--- src/design/ps16_pkg.sv ---
`default_nettype none

package ps16_pkg;

  // sample format codes
  localparam logic [2:0] FMT_U8   = 3'd0;
  localparam logic [2:0] FMT_S16  = 3'd1;
  localparam logic [2:0] FMT_S24  = 3'd2;
  localparam logic [2:0] FMT_S32  = 3'd3;
  localparam logic [2:0] FMT_ALAW = 3'd4;
  localparam logic [2:0] FMT_ULAW = 3'd5;

  // configuration register indexes
  localparam logic CFG_IDX_FORMAT = 1'b0;
  localparam logic CFG_IDX_STEREO = 1'b1;

  localparam logic [2:0] FORMAT_RESET = FMT_S16;
  localparam logic       STEREO_RESET = 1'b1;

  localparam int unsigned CfgDataW = 3;

  localparam logic [7:0] SIGN_FLIP = 8'h80;

  typedef struct packed {
    logic [7:0] data_byte;
    logic       end_of_data;
  } in_beat_t;

  typedef struct packed {
    logic signed [15:0] sample;
    logic               right_channel;
  } out_beat_t;

  // one completed stereo frame
  typedef struct packed {
    logic [15:0] left;
    logic [15:0] right;
  } frame_t;

  // G.711 A-law expansion
  function automatic logic [15:0] alaw_expand(input logic [7:0] code);
    logic [7:0]  a;
    logic [2:0]  seg;
    logic [14:0] mag;
    a   = code ^ 8'h55;
    seg = a[6:4];
    if (seg == 3'd0) begin
      mag = {7'd0, a[3:0], 4'h8};
    end else begin
      mag = 15'({a[3:0], 4'h0} + 9'h108) << (seg - 3'd1);
    end
    if (a[7]) begin
      alaw_expand = {1'b0, mag};
    end else begin
      alaw_expand = 16'd0 - {1'b0, mag};
    end
  endfunction

  // G.711 mu-law expansion
  function automatic logic [15:0] ulaw_expand(input logic [7:0] code);
    logic [7:0]  u;
    logic [14:0] mag;
    u   = ~code;
    mag = 15'({1'b0, u[3:0], 3'b000} + 8'h84) << u[6:4];
    if (u[7]) begin
      ulaw_expand = 16'h0084 - {1'b0, mag};
    end else begin
      ulaw_expand = {1'b0, mag} - 16'h0084;
    end
  endfunction

endpackage

`default_nettype wire

--- src/design/pcm_to_s16_stereo_converter_top.sv ---
`default_nettype none

// Channel   Direction  Handshake            Payload
// input     in         push / full          in_i  : data_byte, end_of_data
// results   out        empty / pop          out_o : sample, right_channel
// config    in         cfg_we_i (no wait)   cfg_idx_i, cfg_wdata_i
//
// One byte is taken per cycle while the frame queue has room; the front end
// assembles, expands and pairs samples in the cycle a byte is accepted.
// Each finished frame leaves as two result beats, left then right, one per
// cycle while pop is asserted and frames are queued.
// Reset clears the stream position, the held left sample and all queues;
// sample_format comes up as signed 16 and stereo_mode as interleaved.
// full rises only when both queue slots hold frames not yet started.

module pcm_to_s16_stereo_converter_top (
  input  wire logic                clk_i,
  input  wire logic                rst_ni,
  input  wire logic                push,
  output      logic                full,
  input  wire ps16_pkg::in_beat_t  in_i,
  output      logic                empty,
  input  wire logic                pop,
  output      ps16_pkg::out_beat_t out_o,
  input  wire logic                cfg_we_i,
  input  wire logic                cfg_idx_i,
  input  wire logic [ps16_pkg::CfgDataW-1:0] cfg_wdata_i
);

  logic             accept;
  logic             frame_vld;
  ps16_pkg::frame_t frame;
  ps16_pkg::frame_t q_frame;
  logic             q_rd;
  logic             q_avail;

  // a byte beat is taken whenever the frame queue can absorb a frame
  assign accept = push && !full;

  ps16_front u_front (
    .clk_i       (clk_i),
    .rst_ni      (rst_ni),
    .cfg_we_i    (cfg_we_i),
    .cfg_idx_i   (cfg_idx_i),
    .cfg_wdata_i (cfg_wdata_i),
    .accept_i    (accept),
    .in_i        (in_i),
    .frame_vld_o (frame_vld),
    .frame_o     (frame)
  );

  // short queue decoupling byte intake from beat output
  ps16_fifo u_fifo (
    .clk_i   (clk_i),
    .rst_ni  (rst_ni),
    .wr_i    (frame_vld),
    .wdata_i (frame),
    .rd_i    (q_rd),
    .rdata_o (q_frame),
    .full_o  (full),
    .avail_o (q_avail)
  );

  ps16_back u_back (
    .clk_i   (clk_i),
    .rst_ni  (rst_ni),
    .avail_i (q_avail),
    .frame_i (q_frame),
    .rd_o    (q_rd),
    .empty   (empty),
    .pop     (pop),
    .out_o   (out_o)
  );

endmodule

`default_nettype wire

--- src/design/ps16_front.sv ---
`default_nettype none

module ps16_front (
  input  wire logic              clk_i,
  input  wire logic              rst_ni,
  input  wire logic              cfg_we_i,
  input  wire logic              cfg_idx_i,
  input  wire logic [ps16_pkg::CfgDataW-1:0] cfg_wdata_i,
  input  wire logic              accept_i,
  input  wire ps16_pkg::in_beat_t in_i,
  output      logic              frame_vld_o,
  output      ps16_pkg::frame_t  frame_o
);

  logic [2:0]  fmt_q;
  logic        stereo_q;
  logic [1:0]  pos_q, pos_d;
  logic [15:0] asm_q, asm_d;
  logic [15:0] held_q, held_d;
  logic        held_vld_q, held_vld_d;

  logic        fmt_ok;
  logic [1:0]  last_pos;
  logic        done;
  logic [15:0] smp;
  logic [15:0] asm_nxt;

  always_ff @(posedge clk_i or negedge rst_ni) begin
    if (!rst_ni) begin
      fmt_q    <= ps16_pkg::FORMAT_RESET;
      stereo_q <= ps16_pkg::STEREO_RESET;
    end else if (cfg_we_i) begin
      case (cfg_idx_i)
        ps16_pkg::CFG_IDX_FORMAT: fmt_q    <= cfg_wdata_i[2:0];
        ps16_pkg::CFG_IDX_STEREO: stereo_q <= cfg_wdata_i[0];
        default: ;
      endcase
    end
  end

  always_comb begin
    fmt_ok = (fmt_q <= ps16_pkg::FMT_ULAW);
    case (fmt_q)
      ps16_pkg::FMT_S16: last_pos = 2'd1;
      ps16_pkg::FMT_S24: last_pos = 2'd2;
      ps16_pkg::FMT_S32: last_pos = 2'd3;
      default:           last_pos = 2'd0;
    endcase
    asm_nxt = {in_i.data_byte, asm_q[15:8]};
    done    = fmt_ok && (pos_q >= last_pos);
    case (fmt_q)
      ps16_pkg::FMT_U8:   smp = {in_i.data_byte ^ ps16_pkg::SIGN_FLIP, 8'h00};
      ps16_pkg::FMT_ALAW: smp = ps16_pkg::alaw_expand(in_i.data_byte);
      ps16_pkg::FMT_ULAW: smp = ps16_pkg::ulaw_expand(in_i.data_byte);
      default:            smp = asm_nxt;
    endcase
  end

  always_comb begin
    pos_d       = pos_q;
    asm_d       = asm_q;
    held_d      = held_q;
    held_vld_d  = held_vld_q;
    frame_vld_o = 1'b0;
    frame_o.left  = stereo_q ? held_q : smp;
    frame_o.right = smp;
    if (accept_i) begin
      if (fmt_ok) begin
        asm_d = asm_nxt;
        pos_d = done ? 2'd0 : pos_q + 2'd1;
      end
      if (done) begin
        if (!stereo_q) begin
          held_vld_d  = 1'b0;
          frame_vld_o = 1'b1;
        end else if (!held_vld_q) begin
          held_d     = smp;
          held_vld_d = 1'b1;
        end else begin
          held_vld_d  = 1'b0;
          frame_vld_o = 1'b1;
        end
      end
      // end of chunk drops any partial sample or unpaired left
      if (in_i.end_of_data) begin
        pos_d      = 2'd0;
        asm_d      = 16'd0;
        held_vld_d = 1'b0;
      end
    end
  end

  always_ff @(posedge clk_i or negedge rst_ni) begin
    if (!rst_ni) begin
      pos_q      <= 2'd0;
      asm_q      <= 16'd0;
      held_q     <= 16'd0;
      held_vld_q <= 1'b0;
    end else begin
      pos_q      <= pos_d;
      asm_q      <= asm_d;
      held_q     <= held_d;
      held_vld_q <= held_vld_d;
    end
  end

endmodule

`default_nettype wire

--- src/design/ps16_fifo.sv ---
`default_nettype none

module ps16_fifo (
  input  wire logic             clk_i,
  input  wire logic             rst_ni,
  input  wire logic             wr_i,
  input  wire ps16_pkg::frame_t wdata_i,
  input  wire logic             rd_i,
  output      ps16_pkg::frame_t rdata_o,
  output      logic             full_o,
  output      logic             avail_o
);

  ps16_pkg::frame_t mem_q [2];
  logic       wr_ptr_q;
  logic       rd_ptr_q;
  logic [1:0] cnt_q;

  assign full_o  = (cnt_q == 2'd2);
  assign avail_o = (cnt_q != 2'd0);
  assign rdata_o = mem_q[rd_ptr_q];

  always_ff @(posedge clk_i) begin
    if (wr_i) begin
      mem_q[wr_ptr_q] <= wdata_i;
    end
  end

  always_ff @(posedge clk_i or negedge rst_ni) begin
    if (!rst_ni) begin
      wr_ptr_q <= 1'b0;
      rd_ptr_q <= 1'b0;
      cnt_q    <= 2'd0;
    end else begin
      if (wr_i) begin
        wr_ptr_q <= ~wr_ptr_q;
      end
      if (rd_i) begin
        rd_ptr_q <= ~rd_ptr_q;
      end
      case ({wr_i, rd_i})
        2'b10:   cnt_q <= cnt_q + 2'd1;
        2'b01:   cnt_q <= cnt_q - 2'd1;
        default: cnt_q <= cnt_q;
      endcase
    end
  end

endmodule

`default_nettype wire

--- src/design/ps16_back.sv ---
`default_nettype none

module ps16_back (
  input  wire logic                clk_i,
  input  wire logic                rst_ni,
  input  wire logic                avail_i,
  input  wire ps16_pkg::frame_t    frame_i,
  output      logic                rd_o,
  output      logic                empty,
  input  wire logic                pop,
  output      ps16_pkg::out_beat_t out_o
);

  ps16_pkg::frame_t frame_q;
  logic vld_q;
  logic right_q;
  logic taken;

  assign empty = ~vld_q;
  assign taken = pop && vld_q;
  // refill when idle or when the right beat leaves
  assign rd_o  = avail_i && (!vld_q || (taken && right_q));

  assign out_o.sample        = right_q ? frame_q.right : frame_q.left;
  assign out_o.right_channel = right_q;

  always_ff @(posedge clk_i) begin
    if (rd_o) begin
      frame_q <= frame_i;
    end
  end

  always_ff @(posedge clk_i or negedge rst_ni) begin
    if (!rst_ni) begin
      vld_q   <= 1'b0;
      right_q <= 1'b0;
    end else if (rd_o) begin
      vld_q   <= 1'b1;
      right_q <= 1'b0;
    end else if (taken) begin
      if (right_q) begin
        vld_q   <= 1'b0;
        right_q <= 1'b0;
      end else begin
        right_q <= 1'b1;
      end
    end
  end

endmodule

`default_nettype wire
--- config.mk ---
export PLATFORM = sky130hd
export DESIGN_NAME = pcm_to_s16_stereo_converter_top
export DESIGN_NICKNAME = d
export VERILOG_FILES = /design/src/design/ps16_pkg.sv /design/src/design/pcm_to_s16_stereo_converter_top.sv /design/src/design/ps16_front.sv /design/src/design/ps16_fifo.sv /design/src/design/ps16_back.sv
export SDC_FILE = /design/constraint.sdc
export NUM_CORES = 1
export LEC_CHECK = 0
export BUFFER_PORTS_ARGS = -buffer_cell sky130_fd_sc_hd__buf_4
export CORE_MARGIN = 2
export CORE_UTILIZATION = 55
export DETAILED_ROUTE_END_ITERATION = 8
export GPL_TIMING_DRIVEN = 0
export PLACE_DENSITY = 0.81
export SKIP_CTS_REPAIR_TIMING = 1
export SLEW_MARGIN = 20
export SYNTH_ARGS = -nofsm -noshare
export SYNTH_HDL_FRONTEND = slang
export SYNTH_SLANG_ARGS = --single-unit
--- constraint.sdc ---
create_clock -name clk_i -period 4.9 [get_ports clk_i]
set_input_delay 0.49 -clock clk_i [delete_from_list [all_inputs] [get_ports clk_i]]
set_output_delay 0.49 -clock clk_i [all_outputs]
set_load 0.05 [all_outputs]
==> results of run 1 <==
==> state kept, by name, indices dropped and copies added, names as in the netlist <==
register / cells
u_fifo.wr_ptr_q: 1
u_front.stereo_q: 1
u_front.held_vld_q: 1
u_fifo.mem_q: 64
u_front.fmt_q: 3
u_front.held_q: 16
u_front.asm_q: 8
u_back.vld_q: 1
u_fifo.cnt_q: 2
u_front.pos_q: 2
u_back.right_q: 1
u_fifo.rd_ptr_q: 1
u_back.frame_q: 32
==> critical path, cell delays in order <==
cell                       delay (ns)
sky130_fd_sc_hd__buf_4           0.11
sky130_fd_sc_hd__buf_4           0.16
sky130_fd_sc_hd__buf_2           0.18
sky130_fd_sc_hd__inv_1           0.28
sky130_fd_sc_hd__ha_1            0.32
sky130_fd_sc_hd__or3b_2          0.52
sky130_fd_sc_hd__o31ai_1         0.15
sky130_fd_sc_hd__o311ai_1        0.23
sky130_fd_sc_hd__nor3_2          0.34
sky130_fd_sc_hd__nand2_1         0.14
sky130_fd_sc_hd__nor3_1          0.24
sky130_fd_sc_hd__a31oi_1         0.27
sky130_fd_sc_hd__mux2_2          0.38
==> worst paths after layout <==
| kind | startpoint | to | slack [ns] | depth (start not counted) |
|---|---|---|---|---|
| max in group asynchronous | rst_ni | u_front.fmt_q[0] | 4.50 | 1 |
| setup / recovery | in_i[6] | u_fifo.mem_q[1][31] | 1.23 | 13 |
| hold / removal | rst_ni | u_front.fmt_q[1] | 0.05 | 1 |
| hold reg to reg | u_front.asm_q[9] | u_front.asm_q[9] | 0.48 | 2 |
| setup reg to reg | u_front.fmt_q[0] | u_front.held_q[10] | 1.41 | 9 |
| min in group clk_i | cfg_wdata_i[2] | u_front.fmt_q[2] | 0.32 | 2 |
==> per-stage QoR <==
| step | instances | setup slack [ns] | hold WS [ns] |
|---|---|---|---|
| floorplan | 625 | 1.40 | 0.194 |
| global placement | 832 | 0.307 | 0.456 |
| detailed placement | 835 | 0.939 | 0.466 |
| CTS | 867 | 1.36 | 0.0512 |
| global route | 867 | 1.09 | 0.0708 |
| finish | 867 | 1.23 | 0.0457 |
==> power groups by stage <==
stage	sequential, mW	clock, mW	combinational, mW
final	1.74	1.39	1.63
after global routing	1.76	1.45	1.75
after CTS	1.74	1.40	1.64
after detailed placement	1.75	0	1.62
after global placement	1.74	0	1.51
after floorplan	1.71	0	1.16
==> logic make-up (layout without fill, tap and decap cells) <==
family          count (synthesis)  count (layout)  synth area share [%]
fa+ha+maj                      14              14                  2.43
mux                            81              81                  12.8
flops                         133             133                  52.9
simple gates                  160             160                  10.6
xor+xnor                       24              24                  2.92
buf+inv                        62             132                  3.94
compound gates                151             151                  14.4
==> final cells by class <==
| type | count | area, um^2 |
|---|---|---|
| inverters | 22 | 82.6 |
| fillers | 935 | 4280 |
| multi-input cells | 430 | 3140 |
| repair buffers | 38 | 345 |
| plain buffers | 40 | 201 |
| flip-flops and latches | 133 | 3810 |
| clock buffers | 19 | 433 |
| clock inverters | 13 | 220 |
| well taps | 172 | 215 |
==> routing by layer <==
metal / vias to the layer above / share of wire, % / GRT usage, %
li1: 2433 / - / -
met1: 2526 / 42 / 31.3
met2: 187 / 51 / 44.4
met3: 33 / 4.2 / 4.68
met4: 0 / 2.4 / 8.26
met5: - / 0 / 0
==> placed cells by master (no fill, tap or decap), drive strengths merged, types with 8 or more instances in the layout <==
cell    count
dfrtp      35
edfxtp     96
mux2       71
a21oi      31
xor2        9
o31ai      11
o21ai      38
and2        8
mux2i       8
ha         14
nand2b     12
buf        56
inv        26
a31oi      12
nand2      60
nor2       41
xnor2      15
clkbuf     41
nor2b      10
o211ai      9
==> metrics list, run 1 <==
- Net count after synthesis: 657
- Minimum period implied by the final worst setup slack: 3.67 ns
- Total clock sinks: 133
* Average wire per cell in the routed design: just under 20 um
* Avg Synthesized Cell Area: 11.5 um^2
- Summed over its instances, the top area cell type makes up 40.0% of the synthesized netlist area.
- Final Core Density: 66.4%
- Of all flip-flops after synthesis, the portion carrying an async set or reset was 27.8%.
- For this run, the total global-route usage over all layers was measured as between 20% and 30%.
* Net total in the final layout: around 700
- Final Max Tran Viols: 0
- The congestion estimate from routability-driven global placement came to 0.968.
* Vertical die dimension: 118 um
* P_int: 3.14 mW
- Leakage power total: roughly 3.2 nW
* Most used standard cell by instance count after synthesis: sky130_fd_sc_hd__edfxtp_1
* 1st-pass router iterations: 6
* Main area contributors after synthesis: sky130_fd_sc_hd__edfxtp_1 40%, sky130_fd_sc_hd__dfrtp_1 12%, sky130_fd_sc_hd__mux2_2 11%
* Relative contribution of combinational cells to total power: 34.3%
- Placed inst area: 0.00779 mm^2
- The synthesized design contains 133 register bits.
- The H-tree was split into 4 levels.
- Total count of hold-check failures in the final report: 0
* Most used standard cells in the synthesized netlist: 96 x sky130_fd_sc_hd__edfxtp_1, 71 x sky130_fd_sc_hd__mux2_2, 59 x sky130_fd_sc_hd__nand2_1, 40 x sky130_fd_sc_hd__nor2_1, 35 x sky130_fd_sc_hd__dfrtp_1
- Crit path arrival time: 3.83 ns
- Required time reported for the critical path endpoint: 5.06 ns
* Status: complete, no violations
- Setup repair after global routing left no endpoint under its margin.
- In the synthesized netlist, the number of instances is ~630.
- Summed over all layers, the global routing overflow is 0.
- STA classifies the critical path startpoint as an input port.
- Die Area: 0.0140 mm^2
- Final TNS setup: 0 ns
- Yosys warns: 0
* Design area: 0.00845 mm^2
- Entering global routing, the biggest net connects 38 pins.
- Vias in the first global route: around 5200
* IO Pins: 37
- Max Fanout on Critical Path: 10
- Counting flops with a built-in enable in the synthesized netlist gives 96.
- Highest clock rate: 273 MHz
- After layout, the worst path uses 74.8% of the clock period.
* Via density: 5.97
- In this run the remaining antenna-violating nets after routing total 0.
* Number of antenna cells inserted: 0
- Power density of the placed cells: 563 mW/mm^2
- In this run switching power makes up between 30% and 40% of total power.
- In this run the horizontal extent of the chip is 118 um.
- Mapped cell area: 0.00721 mm^2
* Net load switching power: 1.61 mW
* Proportion of layout cells with a drive suffix above 1: between 20% and 30%
- Core footprint: roughly 0.013 mm^2
- Detailed router's first-iteration violation count: 454
* Signed area change from the synthesized netlist to the final layout: 17.1%
- Endpoint class of the critical path: register
* Maximum root-to-sink buffer count: 2
* Hold Path Class: in2async
- For the pin with the worst max-slew slack, the measured transition is 0.884 ns.
* Total clock buffers created by CTS: 17
- PnR Total Power: 4.76 mW
- Final HPWL from detailed placement: about 12000 um
- Share of synthesized area occupied by flip-flops and latches: between 50% and 60%
* Residual DRC count: 0
- The netlist uses 69 different library cells.
- Final wirelength: approximately 17000 um
* Final count of negative-setup-slack endpoints: 0
- The worst pin sits at a relative slew slack of between 40% and 50%.
- Total number of vias: 5179
- Max-cap violations in this run came to 0.
* Clock network power share: slightly below 30%
- Across the VDD grid, the largest voltage drop is 0.313 mV.
- Starting Density: 56.7%
- Buffers placed on the I/O ports in this run total 35.
- The number of antenna violations at the first check in global routing came to 0.
- TritonCTS built the clock tree.
- The first global-routing pass estimated 27400 um of wire.
- Standard-cell rows: 41
* Latest clock arrival within the worst-skew pair: 0.41 ns
* Relative contribution of sequential cells to total power: a little over a third
- Across the routed clock network, the largest skew measured is 0.00845 ns.
* Worst setup path class: in2reg
- Top cell type by total area after synthesis: sky130_fd_sc_hd__edfxtp_1
* Clock slew at reported path FFs: 0.06 ns
- Cell at the root of the clock tree: sky130_fd_sc_hd__clkbuf_16
* Most common flop cell mapped by yosys: sky130_fd_sc_hd__edfxtp_1
No activity file was read; power rests on OpenSTA's default activity.
==> run 2, diff against run 1 <==
==> constraint.sdc (replaced) <==
create_clock -name clk_i -period 3.8 [get_ports clk_i]
set_input_delay 0.38 -clock clk_i [delete_from_list [all_inputs] [get_ports clk_i]]
set_output_delay 0.38 -clock clk_i [all_outputs]
set_load 0.05 [all_outputs]
==> metrics list, run 2 (synthesis gave the netlist of run 1 again) <==
- The flow ran to the end, and the final reports show no timing, DRC or antenna violations.
* Die Area: 0.0140 mm^2 (unchanged)
* Vertical die dimension: 118 um (unchanged)
- Vias in the first global route: 5162 (unchanged)
- The maximum number of pins on one net before global-route repair is 38 (unchanged).
* Number of antenna cells inserted: 0 (unchanged)
- The internal power component is 4.06 mW (+29%).
* Final worst slack: 0.262 ns (-0.971 ns)
* Post-route clock skew: 0.00830 ns (-0.000149 ns)
* Via density: 6.00 (+0.48%)
- The share of power burned in combinational logic was 34.3% (about the same).
- The overflow left after global routing came to 0 (unchanged).
* IO Pins: 37 (unchanged)
- Clock tree from TritonCTS: built
- The hold violation total from the final report came to 0 (unchanged).
* Detailed router's first-iteration violation count: 477 (+5.1%)
- The routability congestion estimate from global placement was 0.968 (unchanged).
- Signed area change from the synthesized netlist to the final layout: 17.3%
- Number of flip-flops under the largest register name: 64 (unchanged)
- Starting Density: 56.7% (unchanged)
* Crit path arrival time: 3.70 ns (-0.13 ns)
* Final Max Tran Viols: 0 (unchanged)
- Largest regs: u_fifo.mem_q: 64 flops, u_back.frame_q: 32 flops, u_front.held_q: 16 flops
- Endpoint class of the critical path: register
- Highest clock rate: 283 MHz
- Die Span X: 118 um (unchanged)
- Number of filler instances in the final layout: 934 (-0.11%)
- Worst slew slack as a fraction of its limit: 40.4% (about the same)
- The maximum number of buffers from clock root to sink is 2 (unchanged).
* Setup Slack @ Placement: -0.0514 ns (-0.990 ns)
- STA classifies the critical path startpoint as an input port.
* 1st-pass router iterations: 6 (unchanged)
- The TritonCTS sink count came to 133 (unchanged).
* Total number of vias: 5210 (+0.60%)
* Clock slew at reported path FFs: 0.06 ns (about the same)
- The post-layout net count came to 715 (+0.14%).
* Hold Path Class: in2reg
* Max-cap check violation count: 0 (unchanged)
* Latest clock arrival within the worst-skew pair: 0.41 ns (about the same)
- In this run the clock root is driven by a sky130_fd_sc_hd__clkbuf_16.
- Top reg by flops: u_fifo.mem_q
- Number of antenna violations at the first check in global routing: 0 (unchanged)
- Maximum ir drop on the vdd rail: 0.403 mV (+29%)
* Minimum period implied by the final worst setup slack: 3.54 ns
* Leading cell type in the layout, fill and taps excluded: sky130_fd_sc_hd__edfxtp_1
- Power density of the placed cells: 726 mW/mm^2 (+29%)
- The area of the core region is 0.0127 mm^2 (unchanged).
- The number of CTS-inserted buffers was 17 (unchanged).
* Final HPWL from detailed placement: 12300 um (unchanged)
* Worst setup path class: in2reg
* Average wire per cell in the routed design: 19.8 um (-0.42%)
* Proportion of layout cells with a drive suffix above 1: 25.9% (-0.037 points)
- Wire length of the first global-routing pass: 27400 um (unchanged)
- Number of nets still failing antenna checks after routing: 0 (unchanged)
- Commonest non-fill, non-tap cells in the layout: 96 x sky130_fd_sc_hd__edfxtp_1, 71 x sky130_fd_sc_hd__mux2_2, 59 x sky130_fd_sc_hd__nand2_1
- The maximum net fanout on the critical path came to 10 (unchanged).
* Residual DRC count: 0 (unchanged)
- The final wirelength is 17200 um (-0.30%).
- The CTS H-tree depth was 4 (unchanged).
- The cell area after placement came to 0.00779 mm^2 (unchanged).
- The sequential cell fraction of total power is 36.5% (about the same).
- All-Layer GR Usage: 25.2% (unchanged)
- The total number of placement rows came to 41 (unchanged).
- Setup repair after global routing left no endpoint under its margin.
* Switch share: 33.9% (about the same)
* Final Cycle Share: slightly above 90%
- Clock network power share: 29.2% (about the same)
* Required time reported for the critical path endpoint: 3.96 ns (-1.10 ns)
- PortBufs: 35 (unchanged)
- Final hold slack: 0.204 ns (+0.158 ns)
- Final count of negative-setup-slack endpoints: 0 (unchanged)
- The transition time of the tightest slew-check pin was 0.884 ns (+0.000157 ns).
- Net load switching power: 2.08 mW (+29%)
- Design area: 0.00846 mm^2 (+0.12%)
- The leakage dissipation was 3.23 nW (+0.13%).
run 2: cell count changes in the layout (fill, tap and decap cells not counted):
cell and delta:
sky130_fd_sc_hd__dlygate4sd3_1 +1
run 2: through the flow:
stage | cells | TNS (ns) | total power [mW] | utilization [%]
global placement | 832 | -50.62 | 4.18 | 60.4
finish | 868 | 0 | 6.14 | 66.5
CTS | 867 | 0 | 6.15 | 66.4
global route | 868 | 0 | 6.40 | 66.5
detailed placement | 835 | -0.103 | 4.34 | 61.3
floorplan | 625 | 0 | 3.71 | -
run 2: cell type report:
class                      count  area [um^2]  area share [%]
buffer                        40          201            2.38
timing repair buffer          39          355            4.20
tap                          172          215            2.55
clock buffer                  19          433            5.12
multi-input combinational    430         3140            37.1
clock inverter                13          220            2.60
inverter                      22         82.6           0.977
sequential                   133         3810            45.1
run 2: worst paths after layout:
path                                       start             endpoint  slack [ns]  cells past startpoint
worst max-delay path                     in_i[6]  u_fifo.mem_q[0][31]        0.26                     13
worst min-delay path              cfg_wdata_i[2]     u_front.fmt_q[2]        0.20                      2
worst max register to register  u_front.fmt_q[0]   u_front.held_q[10]        0.33                      9
worst min register to register  u_front.asm_q[9]     u_front.asm_q[9]        0.48                      2
max in group asynchronous                 rst_ni    u_front.held_q[7]        2.97                      2
min in group asynchronous                 rst_ni     u_front.fmt_q[1]        0.47                      2
run 2: metal layers:
| layer | wire, um | GRT usage (%) | vias up |
|---|---|---|---|
| met5 | 0 | 0 | - |
| met4 | 381 | 8.26 | 0 |
| met3 | 722 | 4.68 | 28 |
| met2 | 8800 | 44.4 | 176 |
| li1 | - | - | 2436 |
| met1 | 7240 | 31.3 | 2570 |
run 2: power groups by stage:
stage | clock [mW] | sequential, mW | combinational [mW]
2_1_floorplan | 0 | 2.21 | 1.50
3_3_place_gp | 0 | 2.24 | 1.94
3_5_place_dp | 0 | 2.26 | 2.08
4_1_cts | 1.80 | 2.24 | 2.11
5_1_grt | 1.87 | 2.27 | 2.26
6_report | 1.79 | 2.24 | 2.11
run 2: worst max-delay path: stages:
cell                       delay (ns)
sky130_fd_sc_hd__buf_4           0.11
sky130_fd_sc_hd__buf_4           0.16
sky130_fd_sc_hd__buf_2           0.18
sky130_fd_sc_hd__inv_1           0.29
sky130_fd_sc_hd__ha_1            0.32
sky130_fd_sc_hd__or3b_2          0.52
sky130_fd_sc_hd__o31ai_1         0.15
sky130_fd_sc_hd__o311ai_1        0.23
sky130_fd_sc_hd__nor3_2          0.33
sky130_fd_sc_hd__nand2_1         0.14
sky130_fd_sc_hd__nor3_1          0.24
sky130_fd_sc_hd__a31oi_1         0.27
sky130_fd_sc_hd__mux2_2          0.38
